`src/design/stp_pkg.sv`:
```
`timescale 1ns / 1ps
// ----------------------------------------------------------------------------
// stp_pkg: shared types and constants of the trapezoid step generator
// Field widths, register indexes, item kinds, controller state and the
// command and status groups between controller and datapath.
// ----------------------------------------------------------------------------
package stp_pkg;

    // Default values of the top-level parameters
    localparam int POSITION_BITS_DEF = 24;
    localparam int DELAY_BITS_DEF    = 16;
    localparam int RAMP_DIVIDER_DEF  = 16;
    localparam int PULSE_TICKS_DEF   = 2;

    // Fixed field widths
    localparam int KIND_W      = 2;
    localparam int INIT_W      = 16;
    localparam int CRUISE_W    = 16;
    localparam int DSTEP_W     = 12;
    localparam int MAXPOS_W    = 24;
    localparam int CFG_DATA_W  = 24;
    localparam int CFG_INDEX_W = 3;

    // Register reset values
    localparam logic [INIT_W-1:0]   INIT_DELAY_RST   = 16'd1000;
    localparam logic [CRUISE_W-1:0] CRUISE_DELAY_RST = 16'd100;
    localparam logic [DSTEP_W-1:0]  DELAY_STEP_RST   = 12'd10;
    localparam logic [MAXPOS_W-1:0] MAX_POSITION_RST = 24'hFF_FFFF;

    // Register indexes
    localparam logic [CFG_INDEX_W-1:0] CFG_INITIAL_DELAY      = 3'd0;
    localparam logic [CFG_INDEX_W-1:0] CFG_CRUISE_DELAY       = 3'd1;
    localparam logic [CFG_INDEX_W-1:0] CFG_DELAY_STEP         = 3'd2;
    localparam logic [CFG_INDEX_W-1:0] CFG_MAX_POSITION       = 3'd3;
    localparam logic [CFG_INDEX_W-1:0] CFG_DIRECTION_INVERTED = 3'd4;

    // Item kinds
    localparam logic [KIND_W-1:0] KIND_TICK = 2'd0;
    localparam logic [KIND_W-1:0] KIND_MOVE = 2'd1;
    localparam logic [KIND_W-1:0] KIND_STOP = 2'd2;

    typedef enum logic [1:0] {
        ST_IDLE,
        ST_DIVIDE,
        ST_CLAMP,
        ST_LOAD
    } state_t;

    typedef struct packed {
        logic tick;       // tick item (datapath gates with active)
        logic stop;       // stop item
        logic move_load;  // latch travel and direction; seed divider
        logic div_step;   // one divider iteration
        logic ramp_set;   // clamp ramp, arm the move
        logic out_imm;    // result of an item handled in its accept cycle
        logic out_move;   // result of a move start; also sets decel start
    } dp_cmd_t;

    typedef struct packed {
        logic active;
        logic div_last;
    } dp_status_t;

endpackage

```
`src/design/stp_ctrl.sv`:
```
`timescale 1ns / 1ps
// ----------------------------------------------------------------------------
// stp_ctrl: controller of the trapezoid step generator
// Handshakes, sequencing of the move start and the output valid flag.
// ----------------------------------------------------------------------------
module stp_ctrl
    import stp_pkg::*;
(
    input  logic              clk,
    input  logic              rst_n,
    input  logic              in_valid,
    output logic              in_ready,
    input  logic [KIND_W-1:0] kind,
    output logic              out_valid,
    input  logic              out_ready,
    input  dp_status_t        status,
    output dp_cmd_t           cmd
);

    state_t state_reg, state_next;
    logic   out_valid_reg, out_valid_next;
    logic   out_free;
    logic   accept;
    logic   starts_move;

    assign out_free    = !out_valid_reg || out_ready;
    assign accept      = in_valid && in_ready;
    assign starts_move = (kind == KIND_MOVE) && !status.active;
    assign out_valid   = out_valid_reg;

    always_comb
    begin
        state_next = state_reg;
        unique case (state_reg)
            ST_IDLE:
            begin
                if (accept && starts_move)
                begin
                    state_next = ST_DIVIDE;
                end
            end
            ST_DIVIDE:
            begin
                if (status.div_last)
                begin
                    state_next = ST_CLAMP;
                end
            end
            ST_CLAMP:
            begin
                state_next = ST_LOAD;
            end
            ST_LOAD:
            begin
                if (out_free)
                begin
                    state_next = ST_IDLE;
                end
            end
            default:
            begin
                state_next = ST_IDLE;
            end
        endcase
    end

    always_comb
    begin
        cmd      = '0;
        in_ready = 1'b0;
        unique case (state_reg)
            ST_IDLE:
            begin
                in_ready = out_free;
                if (accept)
                begin
                    if (starts_move)
                    begin
                        cmd.move_load = 1'b1;
                    end
                    else
                    begin
                        cmd.out_imm = 1'b1;
                        cmd.tick    = (kind == KIND_TICK);
                        cmd.stop    = (kind == KIND_STOP);
                    end
                end
            end
            ST_DIVIDE:
            begin
                cmd.div_step = 1'b1;
            end
            ST_CLAMP:
            begin
                cmd.ramp_set = 1'b1;
            end
            ST_LOAD:
            begin
                cmd.out_move = out_free;
            end
            default:
            begin
                cmd = '0;
            end
        endcase
    end

    always_comb
    begin
        out_valid_next = out_valid_reg;
        priority if (cmd.out_imm || cmd.out_move)
        begin
            out_valid_next = 1'b1;
        end
        else if (out_ready)
        begin
            out_valid_next = 1'b0;
        end
        else
        begin
            out_valid_next = out_valid_reg;
        end
    end

    always_ff @(posedge clk or negedge rst_n)
    begin
        if (!rst_n)
        begin
            state_reg     <= ST_IDLE;
            out_valid_reg <= 1'b0;
        end
        else
        begin
            state_reg     <= state_next;
            out_valid_reg <= out_valid_next;
        end
    end

endmodule

```
`src/design/stp_datapath.sv`:
```
`timescale 1ns / 1ps
// ----------------------------------------------------------------------------
// stp_datapath: datapath of the trapezoid step generator
// Configuration registers, move state, ramp length divider, step timing
// and the result register.
// ----------------------------------------------------------------------------
module stp_datapath
    import stp_pkg::*;
#(
    parameter int POSITION_BITS = POSITION_BITS_DEF,
    parameter int DELAY_BITS    = DELAY_BITS_DEF,
    parameter int RAMP_DIVIDER  = RAMP_DIVIDER_DEF,
    parameter int PULSE_TICKS   = PULSE_TICKS_DEF
)
(
    input  logic                     clk,
    input  logic                     rst_n,
    input  dp_cmd_t                  cmd,
    output dp_status_t               status,
    input  logic                     cfg_we,
    input  logic [CFG_INDEX_W-1:0]   cfg_index,
    input  logic [CFG_DATA_W-1:0]    cfg_wdata,
    input  logic [POSITION_BITS-1:0] target_position,
    output logic                     step_out,
    output logic                     direction_out,
    output logic                     driver_enable,
    output logic                     busy_res,
    output logic [POSITION_BITS-1:0] position,
    output logic                     move_done
);

    localparam int P     = POSITION_BITS;
    localparam int D     = DELAY_BITS;
    localparam int CW    = (P > MAXPOS_W) ? P : MAXPOS_W;
    localparam int NUM_W = INIT_W + $clog2(RAMP_DIVIDER + 1);
    localparam int RW    = (NUM_W > P) ? NUM_W : P;
    localparam int DCW   = $clog2(NUM_W);
    localparam int EW    = ((D > DSTEP_W) ? D : DSTEP_W) + 1;
    localparam int WW    = (D > CRUISE_W) ? D : CRUISE_W;
    localparam int TB    = WW + 1;
    localparam int RCW   = (RAMP_DIVIDER > 1) ? $clog2(RAMP_DIVIDER) : 1;

    // Configuration
    logic [INIT_W-1:0]   init_delay_reg;
    logic [CRUISE_W-1:0] cruise_delay_reg;
    logic [DSTEP_W-1:0]  delay_step_reg;
    logic [MAXPOS_W-1:0] max_position_reg;
    logic                dir_inv_reg;

    // Move state
    logic [P-1:0]   cur_pos_reg, cur_pos_next;
    logic [P-1:0]   total_reg, total_next;
    logic [P-1:0]   done_cnt_reg, done_cnt_next;
    logic [P-1:0]   ramp_reg, ramp_next;
    logic [P-1:0]   decel_reg, decel_next;
    logic [D-1:0]   delay_reg, delay_next;
    logic [TB-1:0]  tick_reg, tick_next;
    logic [RCW-1:0] ramp_cnt_reg, ramp_cnt_next;
    logic           away_reg, away_next;
    logic           active_reg, active_next;

    // Divider
    logic [DSTEP_W-1:0] rem_reg, rem_next;
    logic [NUM_W-1:0]   quo_reg, quo_next;
    logic [DCW-1:0]     div_cnt_reg, div_cnt_next;
    logic [DSTEP_W:0]   div_trial;
    logic [DSTEP_W:0]   div_diff;
    logic               div_ge;

    // Move start
    logic [CW-1:0]       tgt_ext, max_ext, tgt_clamp;
    logic [P-1:0]        tgt;
    logic                tgt_away;
    logic [INIT_W-1:0]   delay_span;
    logic [P-1:0]        half;
    logic [RW-1:0]       ramp_cand;
    logic [RW-1:0]       half_ext;

    // Tick
    logic          tick_en;
    logic          ph_accel, ph_cruise;
    logic          adjust;
    logic [EW-1:0] sd_ext, ds_ext, sd_sum, sd_dif, dly_max;
    logic [D-1:0]  sd_sub, sd_add, sd_new;
    logic [TB-1:0] wait_ticks, tick_inc, tick_limit;
    logic          pulse;
    logic          step_end;
    logic [P-1:0]  done_inc;

    // Result
    logic         step_out_reg;
    logic         dir_out_reg;
    logic         active_out_reg;
    logic [P-1:0] pos_out_reg;
    logic         done_out_reg;

    assign status.active   = active_reg;
    assign status.div_last = (div_cnt_reg == DCW'(NUM_W - 1));

    // Config writes
    always_ff @(posedge clk or negedge rst_n)
    begin
        if (!rst_n)
        begin
            init_delay_reg   <= INIT_DELAY_RST;
            cruise_delay_reg <= CRUISE_DELAY_RST;
            delay_step_reg   <= DELAY_STEP_RST;
            max_position_reg <= MAX_POSITION_RST;
            dir_inv_reg      <= 1'b0;
        end
        else if (cfg_we)
        begin
            unique case (cfg_index)
                CFG_INITIAL_DELAY:      init_delay_reg   <= cfg_wdata[INIT_W-1:0];
                CFG_CRUISE_DELAY:       cruise_delay_reg <= cfg_wdata[CRUISE_W-1:0];
                CFG_DELAY_STEP:         delay_step_reg   <= cfg_wdata[DSTEP_W-1:0];
                CFG_MAX_POSITION:       max_position_reg <= cfg_wdata[MAXPOS_W-1:0];
                CFG_DIRECTION_INVERTED: dir_inv_reg      <= cfg_wdata[0];
                default:                ;
            endcase
        end
    end

    // Move start arithmetic
    assign tgt_ext    = CW'(target_position);
    assign max_ext    = CW'(max_position_reg);
    assign tgt_clamp  = (tgt_ext > max_ext) ? max_ext : tgt_ext;
    assign tgt        = tgt_clamp[P-1:0];
    assign tgt_away   = tgt > cur_pos_reg;
    assign delay_span = init_delay_reg - cruise_delay_reg;
    assign half       = total_reg >> 1;
    assign half_ext   = RW'(half);

    always_comb
    begin
        priority if (init_delay_reg <= cruise_delay_reg)
        begin
            ramp_cand = '0;
        end
        else if (delay_step_reg == '0)
        begin
            ramp_cand = half_ext;
        end
        else
        begin
            ramp_cand = RW'(quo_reg);
        end
    end

    // Restoring divider, one quotient bit per cycle
    assign div_trial = {rem_reg, quo_reg[NUM_W-1]};
    assign div_diff  = div_trial - {1'b0, delay_step_reg};
    assign div_ge    = div_trial >= {1'b0, delay_step_reg};

    // Step timing
    assign tick_en   = cmd.tick && active_reg;
    assign ph_accel  = done_cnt_reg < ramp_reg;
    assign ph_cruise = !ph_accel && (done_cnt_reg < decel_reg);
    assign adjust    = (tick_reg == '0) && !ph_cruise && (ramp_cnt_reg == '0);

    assign sd_ext  = EW'(delay_reg);
    assign ds_ext  = EW'(delay_step_reg);
    assign dly_max = {{(EW-D){1'b0}}, {D{1'b1}}};
    assign sd_sum  = sd_ext + ds_ext;
    assign sd_dif  = sd_ext - ds_ext;
    assign sd_sub  = (sd_ext > ds_ext) ? sd_dif[D-1:0] : '0;
    assign sd_add  = (sd_sum > dly_max) ? dly_max[D-1:0] : sd_sum[D-1:0];
    assign sd_new  = adjust ? (ph_accel ? sd_sub : sd_add) : delay_reg;

    assign wait_ticks = ph_cruise ? TB'(cruise_delay_reg) : TB'(sd_new);
    assign tick_inc   = tick_reg + TB'(1);
    assign tick_limit = wait_ticks + TB'(PULSE_TICKS);
    assign pulse      = tick_reg < TB'(PULSE_TICKS);
    assign step_end   = tick_inc >= tick_limit;
    assign done_inc   = done_cnt_reg + P'(1);

    always_comb
    begin
        cur_pos_next  = cur_pos_reg;
        total_next    = total_reg;
        done_cnt_next = done_cnt_reg;
        ramp_next     = ramp_reg;
        decel_next    = decel_reg;
        delay_next    = delay_reg;
        tick_next     = tick_reg;
        ramp_cnt_next = ramp_cnt_reg;
        away_next     = away_reg;
        active_next   = active_reg;
        rem_next      = rem_reg;
        quo_next      = quo_reg;
        div_cnt_next  = div_cnt_reg;

        if (tick_en)
        begin
            delay_next = sd_new;
            if (step_end)
            begin
                tick_next     = '0;
                cur_pos_next  = away_reg ? cur_pos_reg + P'(1) : cur_pos_reg - P'(1);
                done_cnt_next = done_inc;
                ramp_cnt_next = (ramp_cnt_reg == RCW'(RAMP_DIVIDER - 1)) ?
                                '0 : ramp_cnt_reg + RCW'(1);
                if (done_inc >= total_reg)
                begin
                    active_next = 1'b0;
                end
            end
            else
            begin
                tick_next = tick_inc;
            end
        end

        if (cmd.stop)
        begin
            active_next = 1'b0;
            tick_next   = '0;
        end

        if (cmd.move_load)
        begin
            away_next    = tgt_away;
            total_next   = tgt_away ? tgt - cur_pos_reg : cur_pos_reg - tgt;
            rem_next     = '0;
            quo_next     = NUM_W'(delay_span) * NUM_W'(RAMP_DIVIDER);
            div_cnt_next = '0;
        end

        if (cmd.div_step)
        begin
            rem_next     = div_ge ? div_diff[DSTEP_W-1:0] : div_trial[DSTEP_W-1:0];
            quo_next     = {quo_reg[NUM_W-2:0], div_ge};
            div_cnt_next = div_cnt_reg + DCW'(1);
        end

        if (cmd.ramp_set)
        begin
            ramp_next     = (ramp_cand > half_ext) ? half : ramp_cand[P-1:0];
            done_cnt_next = '0;
            tick_next     = '0;
            delay_next    = D'(init_delay_reg);
            ramp_cnt_next = '0;
            active_next   = (total_reg != '0);
        end

        if (cmd.out_move)
        begin
            decel_next = total_reg - ramp_reg;
        end
    end

    always_ff @(posedge clk or negedge rst_n)
    begin
        if (!rst_n)
        begin
            cur_pos_reg  <= '0;
            total_reg    <= '0;
            done_cnt_reg <= '0;
            ramp_reg     <= '0;
            decel_reg    <= '0;
            delay_reg    <= '0;
            tick_reg     <= '0;
            ramp_cnt_reg <= '0;
            away_reg     <= 1'b0;
            active_reg   <= 1'b0;
            div_cnt_reg  <= '0;
        end
        else
        begin
            cur_pos_reg  <= cur_pos_next;
            total_reg    <= total_next;
            done_cnt_reg <= done_cnt_next;
            ramp_reg     <= ramp_next;
            decel_reg    <= decel_next;
            delay_reg    <= delay_next;
            tick_reg     <= tick_next;
            ramp_cnt_reg <= ramp_cnt_next;
            away_reg     <= away_next;
            active_reg   <= active_next;
            div_cnt_reg  <= div_cnt_next;
        end
    end

    always_ff @(posedge clk)
    begin
        rem_reg <= rem_next;
        quo_reg <= quo_next;
    end

    // Result register, holds until taken
    always_ff @(posedge clk)
    begin
        if (cmd.out_imm || cmd.out_move)
        begin
            step_out_reg   <= tick_en && pulse;
            dir_out_reg    <= away_next ^ dir_inv_reg;
            active_out_reg <= active_next;
            pos_out_reg    <= cur_pos_next;
            done_out_reg   <= cmd.out_move ? !active_reg
                                           : (tick_en && !active_next);
        end
    end

    assign step_out      = step_out_reg;
    assign direction_out = dir_out_reg;
    assign driver_enable = active_out_reg;
    assign busy_res      = active_out_reg;
    assign position      = pos_out_reg;
    assign move_done     = done_out_reg;

endmodule

```
`src/design/stepper_trapezoid_profile_core.sv`:
```
`timescale 1ns / 1ps
// ----------------------------------------------------------------------------
// stepper_trapezoid_profile_core: trapezoidal stepper pulse generator
// Turns tick, move and stop items into step, direction and enable levels
// with an accelerate, cruise and decelerate delay profile.
// ----------------------------------------------------------------------------
// Each input item yields exactly one result item. Tick items, stop items,
// moves that are ignored because a move is running, and unknown kinds are
// handled in their accept cycle, so ticks stream at one item per clock while
// the result side keeps up; the result register lets the next item in while
// the previous result is being taken. A move command that starts a move
// holds off the next item until the ramp length is known and the move is
// loaded: the ramp length comes from a restoring divider that resolves one
// quotient bit per cycle, followed by a clamp state and a load state.
// Configuration writes are taken at any time but must only be issued while
// the block is idle.
// ----------------------------------------------------------------------------
module stepper_trapezoid_profile_core
    import stp_pkg::*;
#(
    parameter int POSITION_BITS = POSITION_BITS_DEF,
    parameter int DELAY_BITS    = DELAY_BITS_DEF,
    parameter int RAMP_DIVIDER  = RAMP_DIVIDER_DEF,
    parameter int PULSE_TICKS   = PULSE_TICKS_DEF
)
(
    input  logic                     clk,
    input  logic                     rst_n,
    input  logic                     cfg_we,
    input  logic [CFG_INDEX_W-1:0]   cfg_index,
    input  logic [CFG_DATA_W-1:0]    cfg_wdata,
    input  logic                     in_valid,
    output logic                     in_ready,
    input  logic [KIND_W-1:0]        kind,
    input  logic [POSITION_BITS-1:0] target_position,
    output logic                     out_valid,
    input  logic                     out_ready,
    output logic                     step_out,
    output logic                     direction_out,
    output logic                     driver_enable,
    output logic                     busy_res,
    output logic [POSITION_BITS-1:0] position,
    output logic                     move_done
);

    dp_cmd_t    cmd;
    dp_status_t status;

    stp_ctrl u_ctrl (
        .clk       (clk),
        .rst_n     (rst_n),
        .in_valid  (in_valid),
        .in_ready  (in_ready),
        .kind      (kind),
        .out_valid (out_valid),
        .out_ready (out_ready),
        .status    (status),
        .cmd       (cmd)
    );

    stp_datapath #(
        .POSITION_BITS (POSITION_BITS),
        .DELAY_BITS    (DELAY_BITS),
        .RAMP_DIVIDER  (RAMP_DIVIDER),
        .PULSE_TICKS   (PULSE_TICKS)
    ) u_datapath (
        .clk             (clk),
        .rst_n           (rst_n),
        .cmd             (cmd),
        .status          (status),
        .cfg_we          (cfg_we),
        .cfg_index       (cfg_index),
        .cfg_wdata       (cfg_wdata),
        .target_position (target_position),
        .step_out        (step_out),
        .direction_out   (direction_out),
        .driver_enable   (driver_enable),
        .busy_res        (busy_res),
        .position        (position),
        .move_done       (move_done)
    );

    // A pending result is never overwritten
    a_no_overwrite: assert property (
        @(posedge clk) disable iff (!rst_n)
        (out_valid && !out_ready) |-> !(cmd.out_imm || cmd.out_move)
    ) else $error("result register overwritten while held");

    // No input is taken while the divider runs
    a_div_blocks_input: assert property (
        @(posedge clk) disable iff (!rst_n)
        cmd.div_step |-> !in_ready
    ) else $error("input accepted during ramp division");

    // A finished move is no longer busy
    a_done_not_busy: assert property (
        @(posedge clk) disable iff (!rst_n)
        (out_valid && move_done) |-> !busy_res
    ) else $error("move_done reported while still busy");

    // Starting a move hands the divider a fresh run
    a_move_then_divide: assert property (
        @(posedge clk) disable iff (!rst_n)
        cmd.move_load |=> cmd.div_step
    ) else $error("move start not followed by division");

endmodule

```
`config.mk`:
```
export PLATFORM = sky130hd
export DESIGN_NAME = stepper_trapezoid_profile_core
export DESIGN_NICKNAME = d
export VERILOG_FILES = /design/src/design/stp_pkg.sv /design/src/design/stp_ctrl.sv /design/src/design/stp_datapath.sv /design/src/design/stepper_trapezoid_profile_core.sv
export SDC_FILE = /design/constraint.sdc
export NUM_CORES = 1
export LEC_CHECK = 0
export BUFFER_PORTS_ARGS = -buffer_cell sky130_fd_sc_hd__buf_2
export CORE_MARGIN = 2
export CORE_UTILIZATION = 65
export CTS_BUF_LIST = sky130_fd_sc_hd__clkbuf_8 sky130_fd_sc_hd__clkbuf_16
export DETAILED_ROUTE_END_ITERATION = 10
export GPL_TIMING_DRIVEN = 0
export PLACE_DENSITY = 0.89
export SYNTH_ARGS = -nofsm -noshare
export SYNTH_HDL_FRONTEND = slang
export SYNTH_HIERARCHICAL = 1
export SYNTH_SLANG_ARGS = --single-unit
```
`constraint.sdc`:
```
create_clock -name clk -period 15.3 [get_ports clk]
set_input_delay 0.765 -clock clk [delete_from_list [all_inputs] [get_ports clk]]
set_output_delay 0.765 -clock clk [all_outputs]
set_load 0.02 [all_outputs]
```
== After elaboration in Yosys (flattened, before gate mapping) ==
Cells that the tools add are included.
Widths: inputs -> output; s select.

* Register bits after elaboration: 297
* Bits in latches: 0
* Bits in writable memories: 0
* Memory bits (read-only): 0
* Input bits: 58
* Logic and storage cells: 158
* Memories: 0

* $add $sub $neg: 14
* $mul: 0
* Div/mod/pow operators: 0
* Order comparisons: 12
* Eq/ne operators: 14
* Shift-type cells: 0
* Muxes and demuxes: 57
* Bitwise logic cells: 1
* Reduce and logical (&&, ||, !) cells: 35

{| class="wikitable"
|+ Operator list
! kind !! number
|-
| $mux 24 || 10
|-
| $mux 16 || 7
|-
| $sub 24x24->24 || 3
|-
| $mux 17 || 4
|-
| $add 24x1->24 const B || 2
|-
| $gt 24x24->1 || 2
|-
| $lt 24x24->1 || 2
|-
| $mux 21 || 2
|-
| $mux 12 || 3
|-
| $ge 24x24->1 || 1
|-
| $gt 24x23->1 || 1
|-
| $reduce_bool 24->1 || 1
|-
| $sub 24x1->24 const B || 1
|-
| $mux 23 || 1
|-
| $add 16x12->17 || 1
|-
| $add 17x1->17 const B || 1
|-
| $add 17x2->17 const B || 1
|-
| $ge 17x17->1 || 1
|-
| $gt 17x16->1 const B || 1
|-
| $logic_not 17->1 || 1
|-
| $lt 17x2->1 const B || 1
|-
| $mux 1 || 17
|-
| $gt 16x12->1 || 1
|-
| $le 16x16->1 || 1
|-
| 32 further kinds || 67
|}

== Longest topological paths before layout ==
Gate-level depths: netlist (run 1).

* Depth after elaboration: 17
* Depth in mapped cells: 30
* Mapped depth without buffers: 27

== By module ==
Netlist (run 1), hierarchy kept.

{| class="wikitable"
|+ By module, submodules not included
! module !! times used !! cells each !! area each (µm²) !! seq. area each (µm²)
|-
| stp_datapath || 1 || 2,753 || 24,279.5 || 7,681.1
|-
| stp_ctrl || 1 || 27 || 260.2 || 75.1
|}

== Least setup slack after synthesis (run 1) ==
No wires, ideal clock.

* Kind: input-to-reg
* Start: input port target_position[1]
* End: register u_datapath.total_reg[19]
* Data arrival time: 6,287 ps
* Required time: 15,234 ps
* Setup slack: 8,947 ps
* Stages: 26
* Path buffers: 3
* Cells stage by stage: ha_1 nor2b_1 o21a_1 o21a_1 o21a_1 o21a_1 o21a_1 o21a_1 o21ai_0 nand3_1 nand2_1 clkbuf_1 buf_1 mux2_2 ha_1 buf_2 nand4_1 or4_1 or3_4 o31ai_4 mux2i_1 o211ai_2 a31oi_1 nand2b_1 mux2_1 nand2_1

* Cells in the longest elaborated chain, start to end: 4
* Elaborated cells between the ends (all ways): 6
* Classes of those cells: 2 x add/sub; 2 x order compare; 2 x mux

{| class="wikitable"
|+ RTL lines
! item !! line !! source
|-
| start: declaration || stepper_trapezoid_profile_core.sv:35 || <nowiki>input logic [POSITION_BITS-1:0] target_position,</nowiki>
|-
| $gt 24x24->1 || stp_datapath.sv:127 || <nowiki>assign tgt_clamp = (tgt_ext > max_ext) ? max_ext : tgt_ext;</nowiki>
|-
| $mux 24 * || stp_datapath.sv:127 ||
|-
| $sub 24x24->24 / $gt 24x24->1 (equally long branches) || stp_datapath.sv:223, stp_datapath.sv:129 ||
|-
| $mux 24 * || stp_datapath.sv:223 || <nowiki>total_next = tgt_away ? tgt - cur_pos_reg : cur_pos_reg - tgt;</nowiki>
|-
| end signal: assignment || stp_datapath.sv:271 || <nowiki>total_reg <= total_next;</nowiki>
|-
| end: declaration || stp_datapath.sv:52 || <nowiki>logic [P-1:0] total_reg, total_next;</nowiki>
|}

Mark *: on every way between the ends. The rest lies on a longest branch, timed or not.
A chain may end at the register's enable or synchronous reset.

== Worst setup path in the final report (run 1) ==
* Start: register u_datapath.delay_step_reg[9]
* End: register u_datapath.pos_out_reg[16], in the netlist u_datapath/position[16], data pin

* Cells in the longest elaborated chain, start to end: 10
* Elaborated cells between the ends (all ways): 13
* Classes of those cells: 3 x add/sub; 3 x order compare; 7 x mux

{| class="wikitable"
|+ RTL lines
! item !! line !! source
|-
| start: declaration || stp_datapath.sv:46 || <nowiki>logic [DSTEP_W-1:0] delay_step_reg;</nowiki>
|-
| start signal: assignment || stp_datapath.sv:116 || <nowiki>CFG_DELAY_STEP: delay_step_reg <= cfg_wdata[DSTEP_W-1:0];</nowiki>
|-
| $add 16x12->17 || stp_datapath.sv:164 || <nowiki>assign sd_sum = sd_ext + ds_ext;</nowiki>
|-
| $gt 17x16->1 || stp_datapath.sv:167 || <nowiki>assign sd_add = (sd_sum > dly_max) ? dly_max[D-1:0] : sd_sum[D-1:0];</nowiki>
|-
| $mux 16 || stp_datapath.sv:167 ||
|-
| $mux 16 * (2 in a row) || stp_datapath.sv:168 || <nowiki>assign sd_new = adjust ? (ph_accel ? sd_sub : sd_add) : delay_reg;</nowiki>
|-
| $mux 16 * || stp_datapath.sv:170 || <nowiki>assign wait_ticks = ph_cruise ? TB'(cruise_delay_reg) : TB'(sd_new);</nowiki>
|-
| $add 17x2->17 * || stp_datapath.sv:172 || <nowiki>assign tick_limit = wait_ticks + TB'(PULSE_TICKS);</nowiki>
|-
| $ge 17x17->1 * || stp_datapath.sv:174 || <nowiki>assign step_end = tick_inc >= tick_limit;</nowiki>
|-
| $mux 24 * || stp_datapath.sv:196 || <nowiki>if (step_end)</nowiki>
|-
| $mux 24 * || stp_datapath.sv:193 || <nowiki>if (tick_en)</nowiki>
|-
| net u_datapath.cur_pos_next[16] || stp_datapath.sv:51 || <nowiki>logic [P-1:0] cur_pos_reg, cur_pos_next;</nowiki>
|-
| end signal: assignment || stp_datapath.sv:298 || <nowiki>pos_out_reg <= cur_pos_next;</nowiki>
|-
| end: declaration || stp_datapath.sv:94 || <nowiki>logic [P-1:0] pos_out_reg;</nowiki>
|}

The timed path passes the listed nets; every way through them passes the cells marked *.

==> results of run 1 <==
## final cells by class
class                      instances  share of cell area (%)
inverter                         224                    3.13
clock buffer                      41                    3.57
sequential                       296                    28.9
clock inverter                    20                   0.643
multi-input combinational       2154                    57.7
tap                              511                    2.38
timing repair buffer              93                    2.03
buffer                           106                    1.65
## metrics by stage
step / setup slack [ns] / cell area [um2]
floorplan: 8.95 / 24500
detailed placement: 7.39 / 25700
finish: 6.89 / 26900
CTS: 7.26 / 26800
global route: 6.69 / 26900
global placement: 7.45 / 25600
## kinds of logic (layout without fill, tap and decap cells)
group | Yosys count | after routing | synth area share [%]
and+or+nand+nor | 839 | 839 | 16.7
AOI/OAI and AO/OA | 739 | 739 | 20.0
buffers and inverters | 330 | 484 | 5.24
adders and majority gates | 298 | 298 | 15.4
DFF | 296 | 296 | 31.6
xor gates and xnor gates | 141 | 141 | 5.03
muxes | 137 | 137 | 6.04
## worst max-delay path by stage
stage | endpoint | slack, ns
4_1_cts | u_datapath/position[16]$_DFFE_PP_ | 7.26
2_1_floorplan | u_datapath/total_reg[19]$_DFFE_PN0P_ | 8.95
3_3_place_gp | u_datapath/position[20]$_DFFE_PP_ | 7.45
6_report | u_datapath/position[16]$_DFFE_PP_ | 6.89
3_5_place_dp | u_datapath/position[18]$_DFFE_PP_ | 7.39
5_1_grt | u_datapath/position[16]$_DFFE_PP_ | 6.69
## worst max-delay path, cell delays in order (launching register included)
cell	delay [ns]
dfrtp_1	0.44
inv_1	0.20
ha_1	0.34
clkbuf_1	0.33
nor2b_1	0.11
o21ai_0	0.25
a21oi_1	0.19
o31ai_1	0.87
a21oi_1	0.15
o21a_1	0.20
o22ai_1	0.37
inv_1	0.14
ha_1	0.23
inv_1	0.07
a221o_1	0.17
nand4b_2	0.20
nor2_1	0.09
xor2_1	0.15
ha_1	0.20
a21o_1	0.17
a21o_1	0.17
a21oi_1	0.23
nand2_1	0.14
o211ai_1	0.68
clkbuf_1	0.71
clkbuf_1	0.85
o21ai_0	0.40
## cell usage in the layout (no fill, tap or decap), drive strengths merged, types with 71 or more instances in the layout
cell,synthesis,routed
mux2,78,78
nor2,208,208
dfrtp,200,200
ha,290,290
a21oi,184,184
nand2,257,257
xnor2,71,71
clkbuf,77,119
buf,29,121
nand3,80,80
inv,224,233
o21ai,195,195
a21o,85,85
## power breakdown
group	switching [mW]	total (mW)	leakage (nW)	internal (mW)
combinational	2.15	3.48	8.54	1.33
clock	0.347	0.829	0.586	0.482
sequential	0.214	1.29	3.38	1.08
total	2.71	5.60	12.5	2.89
## layer usage
layer | wire [um] | vias up | part of all wire [%] | GRT usage, %
li1 | - | 10300 | - | -
met1 | 30600 | 10900 | 40 | 50.9
met2 | 33600 | 1293 | 44 | 60.8
met3 | 7110 | 270 | 9.4 | 6.18
met4 | 4530 | 2 | 6.0 | 21.9
met5 | 16 | - | 0.021 | 0
==> flow_summary.yaml, run 1 <==
floorplanning:
  dieHeight_um: 198
  dieArea_mm2: 0.0393
  rows: 71
  initial_utilization_pct: 65.6
  io-pin-count: 89
  core_area_mm2: 0.0374
  die_x_um: 198
cells_and_area:
  register_area_mm2: 0.00776
  finalNetCount: 3265
  layout.cells.non_filler: 3445
  layout-drive-gt1-share_pct: 11.4
  finish.utilization_pct: 71.8
  syn_to_final_growth_pct: 9.46
  antennaDiodeCount: 0
  fillers: 2774
  multi_input_area_mm2: 0.0155
yosys:
  syn_avg_cell_area_um2: 8.83
  ys_seq_area_share_pct: 31.6
  synthCells: 2780
  synth.distinct_cells: 100
  synth_largest_type_area_fraction_pct: 20.4
  synth_async_sr_flop_share_pct: 79.4
  synth.most_common_cell: "ha_1"
  synth_area_leaders: "dfrtp_1 (20%), ha_1 (15%), edfxtp_1 (7.5%)"
  netlist_area_mm2: 0.0245
  syn_nets: 3136
  synth_ff_type: "dfrtp_1"
  ys_seq_elements: 296
  ys_warn_count: 6
  synth_edf_count: 61
  yosysTopAreaCell: "dfrtp_1"
  ys_top_cells_by_count: "ha_1 (290), nand2_1 (256), inv_1 (224), nor2_1 (208), dfrtp_1 (200)"
sta:
  hold_viol: 0
  drv_slew: 0
  skew_ns: 0.0297
  tns_ns: 0
  whs_ns: 0.115
  finalCritPeriodShare_pct: 55.0
  rsz0062_at_grt: "no"
  tightest_slew_ns: 1.07
  setup_violations: 0
  period_minus_slack_ns: 8.41
  fmax_mhz: 119
  relSlewSlack_pct: 28.8
drt:
  ant_nets: 0
  totalWireLength_um: 75900
  drtPass1Iterations: 7
  vias_per_cell: 6.60
  remaining_drc_errors: 0
  dr.first_iter.drc_count: 2229
  routedWlPerCell_um: 22.0
  via_count: 22700
setup_path:
  worst-setup-path-type: "flop to flop"
  cp-end-kind: "flop"
  start_kind: "flop"
  cp_max_fo: 10
  r2r_cells: 26
  reg2reg_setup_slack_ns: 6.89
  worstPathRequired_ns: 15.52
  worstPathArrival_ns: 8.63
  r2r-start: "u_datapath/delay_step_reg[9]$_DFFE_PN0P_"
  setup.worst_path.start: "u_datapath/delay_step_reg[9]$_DFFE_PN0P_"
  worst_r2r_endpoint: "u_datapath/position[16]$_DFFE_PP_"
flow_run:
  drv_cap: 0
grt:
  track_usage_pct: 38.7
  grt.overflow.total: 0
  antenna_found_initial: 2
  grt_pass1_vias: 22000
  grt_max_degree: 103
  grt_pass1_wl_um: 118000
clocking:
  root_buffer: "clkbuf_16"
  cts_buffers: 34
  htreeDepth: 2
  path_clk_slew_ns: 0.06
  postCtsHoldBufs: 0
  clk_latency_ns: 0.56
  cts_tree: "yes"
  cts_resized: 0
  clk_path_buf_depth: 3
  cts_setup_buffers: 0
  cts_sinks: 296
pwr:
  p_leak_nw: 12.5
  power.density_mw_per_mm2: 208
  power.total_mw: 5.60
  ir_worst_vdd_uv: 182
placement:
  io_buffers: 88
  dp_hpwl_um: 58400
  place_congestion: 1.00
  dp_cells: 3382
hold_path:
  hold_path.class: "input pin to async pin"
run_status:
  status: "finished clean"
No activity file was read; power rests on OpenSTA's default activity.
==> inputs of run 2 (changes only) <==
CORE_UTILIZATION = 58   (was 65)
PLACE_DENSITY = 0.84   (was 0.89)
clock period = 7 ns   (was 15.3 ns; I/O delays follow)
==> run 2 against run 1 <==
Maximum frequency increased by 24%. Die area up 12%. Routed wire length is 1.3% lower. Core utilization fell by 7.2 points. Largest power group unchanged. Highest routed layer is now met4.
==> flow_summary.yaml, run 2 (same netlist as run 1, synthesis figures left out) <==
run_status:
  status: "finished clean"
placement:
  dp_slack_ns: -0.992
  place_congestion: 0.997
  postPlaceCellArea_mm2: 0.0257
  io_buffers: 88
  dp_hpwl_um: 58600
sta:
  skew_ns: 0.0187
  fin_ws_ns: 0.218
  fmax_mhz: 147
  relSlewSlack_pct: 24.5
  setup_violations: 0
  hold_viol: 0
  tightest_slew_ns: 1.13
  period_minus_slack_ns: 6.78
  rsz0062_at_grt: "no"
  drv_slew: 0
  finalCritPeriodShare_pct: 96.9
drt:
  remaining_drc_errors: 0
  totalWireLength_um: 74900
  drtPass1Iterations: 6
  dr.first_iter.drc_count: 1853
  ant_nets: 0
  routedWlPerCell_um: 21.5
  via_count: 22100
  vias_per_cell: 6.36
cells_and_area:
  antennaDiodeCount: 0
  layout-drive-gt1-share_pct: 12.3
  final_area_mm2: 0.0271
  final_common_cell: "ha_1"
  final_cell_mix: "ha_1 (290), nand2_1 (256), inv_1 (229), nor2_1 (208), dfrtp_1 (200)"
  syn_to_final_growth_pct: 10.2
  finalNetCount: 3269
clocking:
  path_clk_slew_ns: 0.06
  cts_sinks: 296
  cts_tree: "yes"
  clk_latency_ns: 0.56
  cts_buffers: 35
  clk_path_buf_depth: 3
  htreeDepth: 2
  root_buffer: "clkbuf_16"
grt:
  grt_pass1_wl_um: 117000
  track_usage_pct: 33.9
  grt_pass1_vias: 21400
  antenna_found_initial: 0
  grt_max_degree: 119
  grt.overflow.total: 0
hold_path:
  whs_path_depth: 2
  hold_path.class: "input pin to flop"
setup_path:
  worstPathArrival_ns: 7.03
  worst-setup-path-type: "flop to flop"
  worstPathRequired_ns: 7.25
  cp-end-kind: "flop"
  cp_max_fo: 10
  r2r_cells: 22
  start_kind: "flop"
floorplanning:
  io-pin-count: 89
  dieArea_mm2: 0.0440
  dieHeight_um: 210
  core_area_mm2: 0.0419
  die_x_um: 210
  initial_utilization_pct: 58.6
  rows: 75
pwr:
  ir_worst_vdd_uv: 232
  p_leak_nw: 12.6
  power.density_mw_per_mm2: 452
flow_run:
  drv_cap: 0
## run 2: changes by cell type in the layout (fill, tap and decap cells not counted), moves of 3 or more
cell	change
clkbuf_1	-10
clkbuf_2	+6
clkinv_2	+5
clkbuf_8	-3
clkbuf_4	+5
buf_4	+3
## run 2: critical path: stages, from the launching register on
cell      delay [ns]
dfstp_2         0.59
inv_1           0.17
fa_1            0.52
nor2_1          0.17
o311a_1         0.34
o211a_1         0.32
o31a_2          0.31
nor2_1          0.09
o221ai_1        0.28
nand3_1         0.26
nand2_1         0.23
nand3_1         0.25
nor4_4          0.37
xnor2_1         0.16
ha_1            0.27
a21o_1          0.16
a21o_1          0.16
a21oi_1         0.22
nand2_1         0.14
o211ai_1        0.26
clkbuf_2        0.42
buf_2           0.47
o21ai_0         0.29
## run 2: report_power, final
group	total [mW]	internal, mW	leakage, nW	switching (mW)
Clock	1.89	1.12	0.607	0.769
Combinational	7.51	2.92	8.58	4.59
Sequential	2.83	2.36	3.38	0.475
Total	12.2	6.40	12.6	5.83
## run 2: worst paths after layout
| path | startpoint | slack (ns) | to |
|---|---|---|---|
| setup / recovery | u_datapath/delay_step_reg[1]$_DFFE_PN1P_ | 0.22 | u_datapath/position[20]$_DFFE_PP_ |
| hold / removal | cfg_wdata[21] | 0.02 | u_datapath/max_ext[21]$_DFFE_PN1P_ |
| setup reg to reg | u_datapath/delay_step_reg[1]$_DFFE_PN1P_ | 0.22 | u_datapath/position[20]$_DFFE_PP_ |
| hold reg to reg | u_datapath/div_cnt_reg[3]$_DFFE_PN0P_ | 0.51 | u_datapath/div_cnt_reg[3]$_DFFE_PN0P_ |
| max in group asynchronous | rst_n | 5.50 | u_datapath/decel_reg[15]$_DFFE_PN0P_ |
| min in group asynchronous | rst_n | 0.17 | u_datapath/delay_step_reg[8]$_DFFE_PN0P_ |
## run 2: area by class of cell
class	instances	area, um2
clock buffers	39	942
repair buffers	97	578
clock inverters	25	241
fillers	3370	14800
well taps	539	674
flip-flops and latches	296	7760
multi-input cells	2154	15600
inverters	224	841
plain buffers	105	465
## run 2: timing repair
action	CTS	global route
buffers inserted	4	0
resized for setup	6	27
hold buffers	1	0
setup endpoints to repair	78	70
gates cloned	0	0
hold endpoints to repair	92	0
pin swaps	2	0
## run 2: stage by stage
stage	total power [mW]	util, %	TNS (ns)	hold slack (ns)	instances
4_1_cts	12.0	64.4	0	0.00235	3478
5_1_grt	13.1	64.6	0	0.0133	3479
3_5_place_dp	10.1	61.5	-28.50	0.140	3409
2_1_floorplan	8.10	-	0	0.0544	2780
3_3_place_gp	9.80	61.3	-21.76	0.476	3407
6_report	12.2	64.6	0	0.0209	3479
## run 2: per-layer routing
| metal | vias to the layer above | global-route usage, % | share of wire [%] |
|---|---|---|---|
| li1 | 10300 | - | - |
| met3 | 187 | 5.72 | 8.1 |
| met2 | 999 | 52.9 | 44 |
| met5 | - | 0 | 0 |
| met4 | 0 | 15.9 | 4.8 |
| met1 | 10700 | 46.1 | 43 |
